--- src/design/midi_event_byte_serializer_macros.svh ---
// Assertion macros for the MIDI event byte serializer.
// Expects clk and rst_n in the scope where a macro is used.
`ifndef MIDI_EVENT_BYTE_SERIALIZER_MACROS_SVH
`define MIDI_EVENT_BYTE_SERIALIZER_MACROS_SVH

// Same-cycle implication.
`define MEBS_ASSERT_NOW(lbl, ante, cons, msg) \
    lbl: assert property (@(posedge clk) disable iff (!rst_n) (ante) |-> (cons)) \
        else $error(msg);

// Next-cycle implication.
`define MEBS_ASSERT_NEXT(lbl, ante, cons, msg) \
    lbl: assert property (@(posedge clk) disable iff (!rst_n) (ante) |=> (cons)) \
        else $error(msg);

`endif

--- src/design/mebs_pkg.sv ---
// Package for the MIDI event byte serializer: types, event codes, constants.
// No dependencies.
package mebs_pkg;

    localparam int DELTA_W   = 28;
    localparam int GROUP_W   = 7;
    localparam int BPM_W     = 10;
    localparam int QUO_W     = 26;
    localparam int REM_W     = 10;
    localparam int DIV_STEPS = 26;

    localparam logic [QUO_W-1:0] USEC_PER_MINUTE = 26'd60000000;
    localparam logic [4:0]       DIV_LAST        = 5'(DIV_STEPS - 1);

    localparam logic [3:0] NOTE_ON_HI   = 4'h9;
    localparam logic [3:0] NOTE_OFF_HI  = 4'h8;
    localparam logic [7:0] META_PREFIX  = 8'hFF;
    localparam logic [7:0] META_TEMPO   = 8'h51;
    localparam logic [7:0] META_TIMESIG = 8'h58;
    localparam logic [7:0] TEMPO_LEN    = 8'h03;
    localparam logic [7:0] TIMESIG_LEN  = 8'h04;

    localparam logic [2:0] BODY_LAST_NOTE    = 3'd2;
    localparam logic [2:0] BODY_LAST_TEMPO   = 3'd5;
    localparam logic [2:0] BODY_LAST_TIMESIG = 3'd6;

    localparam logic [7:0] CLOCKS_PER_CLICK_RST = 8'd24;
    localparam logic [7:0] THIRTY_SECONDS_RST   = 8'd8;

    typedef enum logic [1:0] {
        OP_NOTE_ON  = 2'd0,
        OP_NOTE_OFF = 2'd1,
        OP_TEMPO    = 2'd2,
        OP_TIMESIG  = 2'd3
    } op_t;

    typedef enum logic [0:0] {
        CFG_CLOCKS_PER_CLICK = 1'b0,
        CFG_THIRTY_SECONDS   = 1'b1
    } cfg_index_t;

    typedef enum logic [1:0] {
        ST_IDLE,
        ST_DIVIDE,
        ST_VLQ,
        ST_BODY
    } seq_state_t;

    typedef struct packed {
        logic             start;
        logic [BPM_W-1:0] divisor;
    } div_req_t;

    typedef struct packed {
        logic             done;
        logic [QUO_W-1:0] quotient;
    } div_rsp_t;

    // Smallest denominators whose square passes 2^(2j+1).
    typedef logic [7:0] den_step_arr_t [8];
    localparam den_step_arr_t DEN_STEP =
        '{8'd2, 8'd3, 8'd6, 8'd12, 8'd23, 8'd46, 8'd91, 8'd182};

    function automatic logic [3:0] denom_exponent(input logic [7:0] den);
        logic [3:0] k;
        k = '0;
        for (int j = 0; j < 8; j++) begin
            if (den >= DEN_STEP[j])
            begin
                k = k + 4'd1;
            end
        end
        return k;
    endfunction

endpackage

--- src/design/mebs_ifs.sv ---
// Channel interfaces of the MIDI event byte serializer.
// Depends on mebs_pkg.
interface mebs_event_if;
    import mebs_pkg::*;
    logic                 valid;
    logic                 ready;
    op_t                  operation;
    logic [DELTA_W-1:0]   delta_time;
    logic [3:0]           channel;
    logic [6:0]           pitch;
    logic [6:0]           velocity;
    logic [BPM_W-1:0]     tempo_bpm;
    logic [7:0]           numerator;
    logic [7:0]           denominator;

    modport source (output valid, operation, delta_time, channel, pitch, velocity,
                    tempo_bpm, numerator, denominator, input ready);
    modport sink (input valid, operation, delta_time, channel, pitch, velocity,
                  tempo_bpm, numerator, denominator, output ready);
endinterface

interface mebs_byte_if;
    logic       valid;
    logic       ready;
    logic [7:0] out_byte;
    logic       last;

    modport source (output valid, out_byte, last, input ready);
    modport sink (input valid, out_byte, last, output ready);
endinterface

interface mebs_cfg_if;
    import mebs_pkg::*;
    logic       valid;
    logic       ready;
    cfg_index_t index;
    logic [7:0] data;

    modport source (output valid, index, data, input ready);
    modport sink (input valid, index, data, output ready);
endinterface

--- src/design/mebs_divider.sv ---
// Restoring divider: 60000000 / divisor, one quotient bit per cycle.
// Depends on mebs_pkg.
module mebs_divider (
    input  logic              clk,
    input  logic              rst_n,
    input  mebs_pkg::div_req_t req,
    output mebs_pkg::div_rsp_t rsp
);
    import mebs_pkg::*;

    logic             busy_reg, busy_next;
    logic             done_reg, done_next;
    logic [4:0]       cnt_reg, cnt_next;
    logic [REM_W-1:0] rem_reg, rem_next;
    logic [QUO_W-1:0] qr_reg, qr_next;
    logic [BPM_W-1:0] div_reg, div_next;

    logic [REM_W:0]   trial;
    logic [REM_W:0]   diff;
    logic             fits;

    // Shift the next dividend bit into the partial remainder, subtract if it fits.
    assign trial = {rem_reg, qr_reg[QUO_W-1]};
    assign diff  = trial - {1'b0, div_reg};
    assign fits  = trial >= {1'b0, div_reg};

    always_comb
    begin
        busy_next = busy_reg;
        done_next = 1'b0;
        cnt_next  = cnt_reg;
        rem_next  = rem_reg;
        qr_next   = qr_reg;
        div_next  = div_reg;
        if (req.start)
        begin
            busy_next = 1'b1;
            cnt_next  = '0;
            rem_next  = '0;
            qr_next   = USEC_PER_MINUTE;
            div_next  = req.divisor;
        end
        else if (busy_reg)
        begin
            rem_next = fits ? diff[REM_W-1:0] : trial[REM_W-1:0];
            qr_next  = {qr_reg[QUO_W-2:0], fits};
            cnt_next = cnt_reg + 5'd1;
            if (cnt_reg == DIV_LAST)
            begin
                busy_next = 1'b0;
                done_next = 1'b1;
            end
        end
    end

    always_ff @(posedge clk or negedge rst_n)
    begin
        if (!rst_n)
        begin
            busy_reg <= 1'b0;
            done_reg <= 1'b0;
            cnt_reg  <= '0;
        end
        else
        begin
            busy_reg <= busy_next;
            done_reg <= done_next;
            cnt_reg  <= cnt_next;
        end
    end

    always_ff @(posedge clk)
    begin
        rem_reg <= rem_next;
        qr_reg  <= qr_next;
        div_reg <= div_next;
    end

    assign rsp.done     = done_reg;
    assign rsp.quotient = qr_reg;

endmodule

--- src/design/mebs_sequencer.sv ---
// Byte sequencer: captures an event, emits VLQ delta then body bytes.
// Depends on mebs_pkg and mebs_ifs; drives the divider.
module mebs_sequencer (
    input  logic               clk,
    input  logic               rst_n,
    mebs_event_if.sink         evt,
    mebs_byte_if.source        stream,
    input  logic [7:0]         clocks_per_click,
    input  logic [7:0]         thirty_seconds_per_quarter,
    output mebs_pkg::div_req_t div_req,
    input  mebs_pkg::div_rsp_t div_rsp
);
    import mebs_pkg::*;

    seq_state_t         state_reg, state_next;
    op_t                op_reg;
    logic [3:0]         chan_reg;
    logic [6:0]         pitch_reg;
    logic [6:0]         vel_reg;
    logic [7:0]         num_reg;
    logic [3:0]         exp_reg;
    logic [DELTA_W-1:0] vlq_reg, vlq_next;
    logic [1:0]         vlq_cnt_reg, vlq_cnt_next;
    logic [2:0]         idx_reg, idx_next;

    logic               out_valid_reg, out_valid_next;
    logic [7:0]         out_byte_reg, out_byte_next;
    logic               out_last_reg, out_last_next;

    logic               accept;
    logic               emit_ok;
    logic               emit;
    logic [7:0]         emit_byte;
    logic               emit_last;
    logic [7:0]         body_byte;
    logic [2:0]         body_last_idx;
    logic [1:0]         groups_m1;

    assign accept  = evt.valid && evt.ready;
    assign emit_ok = !out_valid_reg || stream.ready;

    // Number of 7-bit groups minus one.
    always_comb
    begin
        if (evt.delta_time[27:21] != '0)
            groups_m1 = 2'd3;
        else if (evt.delta_time[20:14] != '0)
            groups_m1 = 2'd2;
        else if (evt.delta_time[13:7] != '0)
            groups_m1 = 2'd1;
        else
            groups_m1 = 2'd0;
    end

    always_comb
    begin
        case (op_reg)
            OP_NOTE_ON, OP_NOTE_OFF: body_last_idx = BODY_LAST_NOTE;
            OP_TEMPO:                body_last_idx = BODY_LAST_TEMPO;
            default:                 body_last_idx = BODY_LAST_TIMESIG;
        endcase
    end

    always_comb
    begin
        body_byte = '0;
        case (op_reg)
            OP_NOTE_ON, OP_NOTE_OFF:
            begin
                case (idx_reg)
                    3'd0:    body_byte = {(op_reg == OP_NOTE_ON) ? NOTE_ON_HI : NOTE_OFF_HI,
                                          chan_reg};
                    3'd1:    body_byte = {1'b0, pitch_reg};
                    default: body_byte = {1'b0, vel_reg};
                endcase
            end
            OP_TEMPO:
            begin
                case (idx_reg)
                    3'd0:    body_byte = META_PREFIX;
                    3'd1:    body_byte = META_TEMPO;
                    3'd2:    body_byte = TEMPO_LEN;
                    3'd3:    body_byte = {6'd0, div_rsp.quotient[25:24]} & 8'h00
                                         | div_rsp.quotient[23:16];
                    3'd4:    body_byte = div_rsp.quotient[15:8];
                    default: body_byte = div_rsp.quotient[7:0];
                endcase
            end
            default:
            begin
                case (idx_reg)
                    3'd0:    body_byte = META_PREFIX;
                    3'd1:    body_byte = META_TIMESIG;
                    3'd2:    body_byte = TIMESIG_LEN;
                    3'd3:    body_byte = num_reg;
                    3'd4:    body_byte = {4'd0, exp_reg};
                    3'd5:    body_byte = clocks_per_click;
                    default: body_byte = thirty_seconds_per_quarter;
                endcase
            end
        endcase
    end

    // Next state
    always_comb
    begin
        state_next = state_reg;
        unique case (state_reg)
            ST_IDLE:
            begin
                if (accept)
                    state_next = (evt.operation == OP_TEMPO) ? ST_DIVIDE : ST_VLQ;
            end
            ST_DIVIDE:
            begin
                if (div_rsp.done)
                    state_next = ST_VLQ;
            end
            ST_VLQ:
            begin
                if (emit_ok && vlq_cnt_reg == 2'd0)
                    state_next = ST_BODY;
            end
            ST_BODY:
            begin
                if (emit_ok && idx_reg == body_last_idx)
                    state_next = ST_IDLE;
            end
        endcase
    end

    // Outputs
    always_comb
    begin
        evt.ready       = 1'b0;
        emit            = 1'b0;
        emit_byte       = body_byte;
        emit_last       = 1'b0;
        div_req.start   = 1'b0;
        div_req.divisor = (evt.tempo_bpm == '0) ? BPM_W'(1) : evt.tempo_bpm;
        unique case (state_reg)
            ST_IDLE:
            begin
                evt.ready     = 1'b1;
                div_req.start = evt.valid && (evt.operation == OP_TEMPO);
            end
            ST_DIVIDE:
            begin
            end
            ST_VLQ:
            begin
                emit      = emit_ok;
                emit_byte = {vlq_cnt_reg != 2'd0, vlq_reg[DELTA_W-1 -: GROUP_W]};
            end
            ST_BODY:
            begin
                emit      = emit_ok;
                emit_last = idx_reg == body_last_idx;
            end
        endcase
    end

    always_comb
    begin
        vlq_next     = vlq_reg;
        vlq_cnt_next = vlq_cnt_reg;
        idx_next     = idx_reg;
        if (accept)
        begin
            vlq_cnt_next = groups_m1;
            idx_next     = '0;
            // Left-align so the top group sits in the upper seven bits.
            case (groups_m1)
                2'd3:    vlq_next = evt.delta_time;
                2'd2:    vlq_next = evt.delta_time << GROUP_W;
                2'd1:    vlq_next = evt.delta_time << (2 * GROUP_W);
                default: vlq_next = evt.delta_time << (3 * GROUP_W);
            endcase
        end
        else if (emit && state_reg == ST_VLQ)
        begin
            vlq_next     = vlq_reg << GROUP_W;
            vlq_cnt_next = vlq_cnt_reg - 2'd1;
        end
        else if (emit)
        begin
            idx_next = idx_reg + 3'd1;
        end
    end

    always_comb
    begin
        out_valid_next = out_valid_reg && !stream.ready;
        out_byte_next  = out_byte_reg;
        out_last_next  = out_last_reg;
        if (emit)
        begin
            out_valid_next = 1'b1;
            out_byte_next  = emit_byte;
            out_last_next  = emit_last;
        end
    end

    always_ff @(posedge clk or negedge rst_n)
    begin
        if (!rst_n)
        begin
            state_reg     <= ST_IDLE;
            out_valid_reg <= 1'b0;
        end
        else
        begin
            state_reg     <= state_next;
            out_valid_reg <= out_valid_next;
        end
    end

    always_ff @(posedge clk)
    begin
        vlq_reg      <= vlq_next;
        vlq_cnt_reg  <= vlq_cnt_next;
        idx_reg      <= idx_next;
        out_byte_reg <= out_byte_next;
        out_last_reg <= out_last_next;
        if (accept)
        begin
            op_reg    <= evt.operation;
            chan_reg  <= evt.channel;
            pitch_reg <= evt.pitch;
            vel_reg   <= evt.velocity;
            num_reg   <= evt.numerator;
            exp_reg   <= denom_exponent(evt.denominator);
        end
    end

    assign stream.valid    = out_valid_reg;
    assign stream.out_byte = out_byte_reg;
    assign stream.last     = out_last_reg;

endmodule

--- src/design/midi_event_byte_serializer.sv ---
// MIDI event byte serializer, top level: config registers, sequencer, divider.
// Depends on mebs_pkg, mebs_ifs, mebs_divider, mebs_sequencer and the macro header.
// The first byte is registered once the sequencer reaches its VLQ state; a tempo event
// first waits in the divide state for the bit-serial divide. A new event is taken only
// in the idle state; bytes go out one per cycle while the byte stream is ready.
// Reset: asynchronous active low; idle, no output, clock registers at 24 and 8.
`include "midi_event_byte_serializer_macros.svh"

module midi_event_byte_serializer (
    input  logic         clk,
    input  logic         rst_n,
    mebs_event_if.sink   evt,
    mebs_byte_if.source  stream,
    mebs_cfg_if.sink     cfg
);
    import mebs_pkg::*;

    logic [7:0] clocks_per_click_reg;
    logic [7:0] thirty_seconds_reg;
    div_req_t   div_req;
    div_rsp_t   div_rsp;

    assign cfg.ready = 1'b1;

    always_ff @(posedge clk or negedge rst_n)
    begin
        if (!rst_n)
        begin
            clocks_per_click_reg <= CLOCKS_PER_CLICK_RST;
            thirty_seconds_reg   <= THIRTY_SECONDS_RST;
        end
        else if (cfg.valid && cfg.ready)
        begin
            unique case (cfg.index)
                CFG_CLOCKS_PER_CLICK: clocks_per_click_reg <= cfg.data;
                CFG_THIRTY_SECONDS:   thirty_seconds_reg   <= cfg.data;
            endcase
        end
    end

    mebs_sequencer u_seq (
        .clk                        (clk),
        .rst_n                      (rst_n),
        .evt                        (evt),
        .stream                     (stream),
        .clocks_per_click           (clocks_per_click_reg),
        .thirty_seconds_per_quarter (thirty_seconds_reg),
        .div_req                    (div_req),
        .div_rsp                    (div_rsp)
    );

    mebs_divider u_div (
        .clk   (clk),
        .rst_n (rst_n),
        .req   (div_req),
        .rsp   (div_rsp)
    );

    `MEBS_ASSERT_NEXT(a_busy_after_accept, evt.valid && evt.ready, !evt.ready, "ready after transfer")
    `MEBS_ASSERT_NOW(a_tempo_starts_div, evt.valid && evt.ready && evt.operation == OP_TEMPO, div_req.start, "tempo without divide")
    `MEBS_ASSERT_NOW(a_done_while_busy, div_rsp.done, !evt.ready, "divide done while idle")
    `MEBS_ASSERT_NEXT(a_div_not_instant, div_req.start, !div_rsp.done, "divide finished early")

endmodule

--- src/flat_wrapper.sv ---
// flat-port wrapper written by rule: the top's interface ports become plain ports
module midi_event_byte_serializer_flat import mebs_pkg::*;
  (clk, rst_n, evt_valid, evt_operation, evt_delta_time, evt_channel, evt_pitch, evt_velocity, evt_tempo_bpm, evt_numerator, evt_denominator, evt_ready, stream_valid, stream_out_byte, stream_last, stream_ready, cfg_valid, cfg_index, cfg_data, cfg_ready);
  mebs_event_if evt_i ();
  mebs_byte_if stream_i ();
  mebs_cfg_if cfg_i ();
  input  logic clk;
  input  logic rst_n;
  input wire logic [$bits(evt_i.valid)-1:0] evt_valid;
  input wire logic [$bits(evt_i.operation)-1:0] evt_operation;
  input wire logic [$bits(evt_i.delta_time)-1:0] evt_delta_time;
  input wire logic [$bits(evt_i.channel)-1:0] evt_channel;
  input wire logic [$bits(evt_i.pitch)-1:0] evt_pitch;
  input wire logic [$bits(evt_i.velocity)-1:0] evt_velocity;
  input wire logic [$bits(evt_i.tempo_bpm)-1:0] evt_tempo_bpm;
  input wire logic [$bits(evt_i.numerator)-1:0] evt_numerator;
  input wire logic [$bits(evt_i.denominator)-1:0] evt_denominator;
  output wire logic [$bits(evt_i.ready)-1:0] evt_ready;
  output wire logic [$bits(stream_i.valid)-1:0] stream_valid;
  output wire logic [$bits(stream_i.out_byte)-1:0] stream_out_byte;
  output wire logic [$bits(stream_i.last)-1:0] stream_last;
  input wire logic [$bits(stream_i.ready)-1:0] stream_ready;
  input wire logic [$bits(cfg_i.valid)-1:0] cfg_valid;
  input wire logic [$bits(cfg_i.index)-1:0] cfg_index;
  input wire logic [$bits(cfg_i.data)-1:0] cfg_data;
  output wire logic [$bits(cfg_i.ready)-1:0] cfg_ready;
  assign evt_i.valid = evt_valid;
  assign evt_i.operation = evt_operation;
  assign evt_i.delta_time = evt_delta_time;
  assign evt_i.channel = evt_channel;
  assign evt_i.pitch = evt_pitch;
  assign evt_i.velocity = evt_velocity;
  assign evt_i.tempo_bpm = evt_tempo_bpm;
  assign evt_i.numerator = evt_numerator;
  assign evt_i.denominator = evt_denominator;
  assign evt_ready = evt_i.ready;
  assign stream_valid = stream_i.valid;
  assign stream_out_byte = stream_i.out_byte;
  assign stream_last = stream_i.last;
  assign stream_i.ready = stream_ready;
  assign cfg_i.valid = cfg_valid;
  assign cfg_i.index = cfg_index;
  assign cfg_i.data = cfg_data;
  assign cfg_ready = cfg_i.ready;
  midi_event_byte_serializer u_core (.clk(clk), .rst_n(rst_n), .evt(evt_i), .stream(stream_i), .cfg(cfg_i));
endmodule
--- config.mk ---
export PLATFORM = sky130hd
export DESIGN_NAME = midi_event_byte_serializer_flat
export DESIGN_NICKNAME = d
export VERILOG_FILES = /design/src/design/mebs_pkg.sv /design/src/design/mebs_ifs.sv /design/src/design/mebs_divider.sv /design/src/design/mebs_sequencer.sv /design/src/design/midi_event_byte_serializer.sv /design/src/flat_wrapper.sv
export VERILOG_INCLUDE_DIRS = /design/src /design/src/design
export SDC_FILE = /design/constraint.sdc
export NUM_CORES = 1
export LEC_CHECK = 0
export CAP_MARGIN = 20
export CORE_AREA = 2 2 133 135
export CTS_BUF_LIST = sky130_fd_sc_hd__clkbuf_16
export DETAILED_ROUTE_END_ITERATION = 8
export DIE_AREA = 0 0 135 137
export DONT_BUFFER_PORTS = 1
export HOLD_SLACK_MARGIN = 0.02
export PLACE_DENSITY = 0.69
export SETUP_SLACK_MARGIN = 0.15
export SYNTH_ARGS = -nofsm -noshare
export SYNTH_HDL_FRONTEND = slang
export SYNTH_SLANG_ARGS = --single-unit
--- constraint.sdc ---
create_clock -name clk -period 3.89 [get_ports clk]
set_clock_uncertainty 0.05 [all_clocks]
set_input_delay 0.5835 -clock clk [delete_from_list [all_inputs] [get_ports clk]]
set_output_delay 0.5835 -clock clk [all_outputs]
set_load 0.01 [all_outputs]
* Word-level counts from Yosys, hierarchy flattened
Cells that the tools add are included.
Storage, ports and cells: flip-flop bits (word level) 146, input bits 88, output and inout port bits 12, logic and storage cells 138
Operators by class: add/subtract/negate cells 11, order comparisons 9, eq/ne operators 20, mux-type cells 49, bitwise operators 2, reduce and logical (&&, ||, !) cells 26
Operator list (count):
- $pmux 28 s3 | 1
- $mux 28 | 2
- $mux 4 | 14
- $pmux 8 s6 | 1
- $pmux 8 s5 | 1
- $pmux 8 s2 | 2
- $add 4x1->4 const B | 7
- $reduce_bool 7->1 | 3
- $mux 2 | 9
- $ge 8x2->1 const B | 2
- $mux 1 | 13
- $eq 2x2->1 const B | 6
- $ge 11x10->1 | 1
- $logic_not 10->1 | 1
- $mux 10 | 1
- $mux 5 | 2
- $sub 10x10->10 | 1
- $ge 8x3->1 const B | 1
- $ge 8x4->1 const B | 1
- $ge 8x5->1 const B | 1
- $ge 8x6->1 const B | 1
- $ge 8x7->1 const B | 1
- $ge 8x8->1 const B | 1
- $mux 8 | 1
- 22 further kinds | 43

* Logic depth before layout (Yosys ltp)
word-level depth 24, mapped depth 17, gate-level depth less buffers 17

* By module
A second synthesis with hierarchy kept.
Unflattened totals: cells, all modules 773, area total of the unflattened synthesis 7850.0 sq um
By module, submodules not included:
- mebs_sequencer | times used 1, cells an instance 490, area an instance 4667.0 sq um, sequential area each 2267.2 sq um
- mebs_divider | times used 1, cells an instance 246, area an instance 2526.2 sq um, sequential area each 1196.1 sq um
- midi_event_byte_serializer | times used 1, cells an instance 37, area an instance 656.9 sq um, sequential area each 404.1 sq um

* Worst setup path before layout
OpenSTA, ideal clock, no wires.
kind input-to-reg, from in evt_denominator[7], to reg u_core.u_seq.exp_reg[1] (data pin), setup time 0.260 ns, arrival 3.892 ns, required time 3.580 ns, path slack -0.312 ns, stages on the path 14, buffers on the path 0, cell sequence or4_4 -> nor2_1 -> nand2_1 -> inv_1 -> ha_1 -> xnor2_2 -> inv_2 -> ha_1 -> xnor2_1 -> a221oi_2 -> ha_1 -> mux2_2 -> ha_1 -> mux2_2
Between the ends: cells in the longest elaborated chain, start to end 23, elaborated cells on any way between the ends 30, classes of those cells add/sub (7); order compare (8); mux (15)
Ends and longest elaborated chain:
- start, declared | line flat_wrapper.sv:17 | input wire logic [$bits(evt_i.denominator)-1:0] evt_denominator;
- $ge 8x2->1 | line mebs_pkg.sv:68 | if (den >= DEN_STEP[j])
- $mux 1 | line mebs_pkg.sv:68
- $mux 4 | line mebs_sequencer.sv:225 | if (accept)
- $add 4x1->4 | line mebs_pkg.sv:70 | k = k + 4'd1;
- $mux 4 | line mebs_pkg.sv:68
- $mux 4 | line mebs_sequencer.sv:225
- $add 4x1->4 | line mebs_pkg.sv:70
- $mux 4 | line mebs_pkg.sv:68
- (+7 left out)
- $add 4x1->4 | line mebs_pkg.sv:70
- $mux 4 | line mebs_pkg.sv:68
- $mux 4 | line mebs_sequencer.sv:225
- $add 4x1->4 | line mebs_pkg.sv:70
- $mux 4 | line mebs_pkg.sv:68
- $mux 4 | line mebs_sequencer.sv:225
- $add 4x1->4 | line mebs_pkg.sv:70
- $mux 4 (*) | line mebs_pkg.sv:68
- end signal, assigned | line mebs_sequencer.sv:232 | exp_reg <= denom_exponent(evt.denominator);
- end, declared | line mebs_sequencer.sv:21 | logic [3:0] exp_reg;
Mark *: on every way between the ends. The rest lies on a longest branch, timed or not. The select of a mux whose other input is x is not followed. A chain may end at the register's enable or synchronous reset.

* Worst setup path in the final report
Same ends and word-level chain as after synthesis.

==> results.toml <==
[worst_setup_path]
startpoint_type = "primary input"
crit_type = "in -> reg"
crit_end = "u_core.u_seq.exp_reg[1]"
worst-endpoint-required_ns = 4.02
r2r_cells = 9
r2r-start = "u_core.u_seq.idx_reg[2]"
crit_path_max_fanout = 5
worstReg2RegEnd = "u_core.u_seq.stream.out_byte[6]"
arrival_ns = 3.92
rrSetupSlack_ns = 0.90
critPathCaptureType = "register"
cp-startpoint = "evt_denominator[7]"

[synth]
yosysMostFrequentCell = "edfxtp_1"
ys_seq_area_share_pct = 50.33
synth_top_area_share_pct = 31.66
async_flop_share_pct = 17.81
avgSynthCellArea_um2 = 10.11
synthesis.area_mm2 = 0.007684
synthTopCellsByArea = "edfxtp_1 32%, dfxtp_1 10%, dfrtp_1 7.5%, mux2i_1 4.8%, ha_1 4.6%"
synth_nets = 877
synth_compound_area_share_pct = 15.40
synth_cell_type_count = 70
synth-simple-area-share_pct = 14.09
netlist_instances = 760
yosysWarnings = 0
synth-xor-area-share_pct = 2.915
synth-edff-count = 81
synthAdderAreaFrac_pct = 4.820
yosys.area.top_type = "edfxtp_1"
ys_top_cells_by_count = "81 x edfxtp_1, 71 x nand2_1, 68 x nor2_1"
ys_seq_elements = 146
synth_top_family_by_area = "compound AO/OA/AOI/OAI gates"
synth_flop_cell = "edfxtp_1"
muxShareOfSynthArea_pct = 7.653

[floorplan]
ios = 100
core_area_mm2 = 0.01706
die-area_mm2 = 0.01850
start_util_pct = 45.05
die_h_um = 137
die_w_um = 135
num_rows = 48

[placement]
dpl.hpwl_um = 12100
placed_area_mm2 = 0.008001
gp_congestion = 0.8497
dp.cells = 957
place_ws_ns = -0.4023
portBuffers = 0

[grt]
grt-ovfl-total = 0
grt_antenna_before_repair = 0
grt_max_degree = 50
grt_pass1_vias = 5312
grt_pass1_wl_um = 27630
grt_use_total_pct = 19.23

[clocking]
cts_tree = "built"
cts_root_buf = "clkbuf_16"
clk_pin_slew_ns = 0.06
cts_buffer_depth = 2
cts.sinks = 146
clk_latency_ns = 0.43
cts_buffers = 17
cts-htree-levels = 4

[drt]
drt_drc_violations_left = 0
drtIter0Drc = 349
wl_um = 17240
firstDrtPassIters = 5
vias = 5530
viasPerCell = 5.552
wl_per_cell_um = 17.31
drtAntennaViolNets = 0

[run_status]
status = "finished, final reports clean"

[final_layout]
nFillCells = 1538
stdcell_count = 996
drive_gt1_share_pct = 14.79
final_area_mm2 = 0.008755
area_growth_pct = 13.94
largest_reg_flops = 28
fin_util_pct = 51.33
diodes = 0
layout.nets = 875

[power]
report.power.total_mw = 6.871
power.density_mw_per_mm2 = 784.8
sequentialPowerShare_pct = 39.9
p_leak_nw = 3.400
cell_internal_pwr_mw = 4.379
p_comb_share_pct = 35.6
p_switching_mw = 2.492
vdd_drop_max_uv = 386.8
pwr-share-clk_pct = 24.5
p_sw_share_pct = 36.27

[timing]
fin_crit_ns = 3.786
hold_slack_ns = 0.1953
finalSetupTns_ns = 0
slew_viol_final = 0
fin_crit_sh_pct = 97.34
rsz0062_at_grt = "yes"
tightest_slew_ns = 0.7317
max_freq_mhz = 264.1
setup_violations = 0
setup_ws_ns = 0.1035
max_slew_margin_pct = 50.77
final-hold-violation-count = 0

[worst_hold_path]
min_path_type = "in -> reg"
min_from = "evt_tempo_bpm[4]"

[job]
maxCapViolCount = 0
logic make-up (layout without fill, tap and decap cells):
kind of cell    Yosys count  after routing
fa+ha+maj                29             29
other cells               1              1
xor+xnor                 23             23
buf+inv                  94            105
simple gates            227            227
flops                   146            146
mux                      56             56
compound gates          184            184
final cells by class:
class | count | area (µm²) | share of cell area [%]
tap | 225 | 281.5 | 3.216
clock buffer | 17 | 425.4 | 4.859
clock inverter | 15 | 180.2 | 2.058
timing repair buffer | 30 | 240.2 | 2.744
sequential | 146 | 3869 | 44.19
multi-input combinational | 520 | 3597 | 41.09
inverter | 43 | 161.4 | 1.844
placed cells by master (no fill, tap or decap), drive strengths merged, types with 3 or more instances in the layout:
cell type	synthesis	layout
a211oi	7	7
a21o	3	3
a21oi	48	48
a221o	9	9
a221oi	13	13
a22oi	8	8
a31oi	3	3
and2	5	5
and3	10	10
buf	12	29
bufinv	0	3
clkbuf	39	17
clkinv	1	4
clkinvlp	0	4
dfrtp	23	23
dfstp	3	3
dfxtp	39	39
edfxtp	81	81
ha	28	28
inv	42	47
mux2	19	19
mux2i	37	37
nand2	71	71
nand2b	5	5
nand3	13	13
nand3b	3	3
nand4	13	13
nor2	68	68
nor2b	10	10
nor3	12	12
nor4	6	6
o211ai	3	3
o21ai	62	62
o22ai	10	10
or4	4	4
xnor2	15	15
xor2	8	8
critical path, cell delays in order:
cell and delay (ns):
or4_4 0.55, nor2_4 0.14, nand2_4 0.08, ha_4 0.18
a2111oi_4 0.36, inv_1 0.13, ha_4 0.24, mux2i_4 0.18
xnor2_2 0.10, a221oi_2 0.27, ha_2 0.33, mux2_4 0.30
ha_4 0.22, mux2_4 0.25
what timing repair did:
item	4_1_cts	5_1_grt
hold endpoints to repair	26	0
pin swaps	5	10
setup endpoints to repair	2	3
buffers inserted	1	4
resized for setup	8	6
hold buffers	2	0
metal layers:
| layer | part of all wire, % | up-vias | GRT usage [%] | routed length (µm) |
|---|---|---|---|---|
| li1 | - | 2751 | - | - |
| met3 | 5.3 | 26 | 5.185 | 907 |
| met4 | 1.9 | 0 | 7.002 | 332 |
| met5 | 0 | - | 0 | 0 |
| met1 | 43 | 2615 | 24.51 | 7484 |
| met2 | 49 | 138 | 31.58 | 8513 |
power by group through the flow:
stage               sequential [mW]  clock, mW  combinational (mW)
floorplan                      2.63          0                1.91
global route                   2.81       1.76                2.78
global placement               2.76          0                2.37
detailed placement             2.77          0                2.41
finish                         2.74       1.68                2.45
CTS                            2.74       1.71                2.44
worst min path at each step:
stage	endpoint	slack, ns	depth (start not counted)
floorplan	u_core.clocks_per_click_reg[0]	0.24	0
global placement	u_core.u_div.busy_reg	0.24	0
CTS	u_core.u_seq.vel_reg[6]	0.18	0
finish	u_core.u_div.div_reg[4]	0.20	0
detailed placement	u_core.u_div.cnt_reg[4]	0.24	0
global route	u_core.u_seq.vel_reg[6]	0.18	0
(Power assumes the default switching activity.)
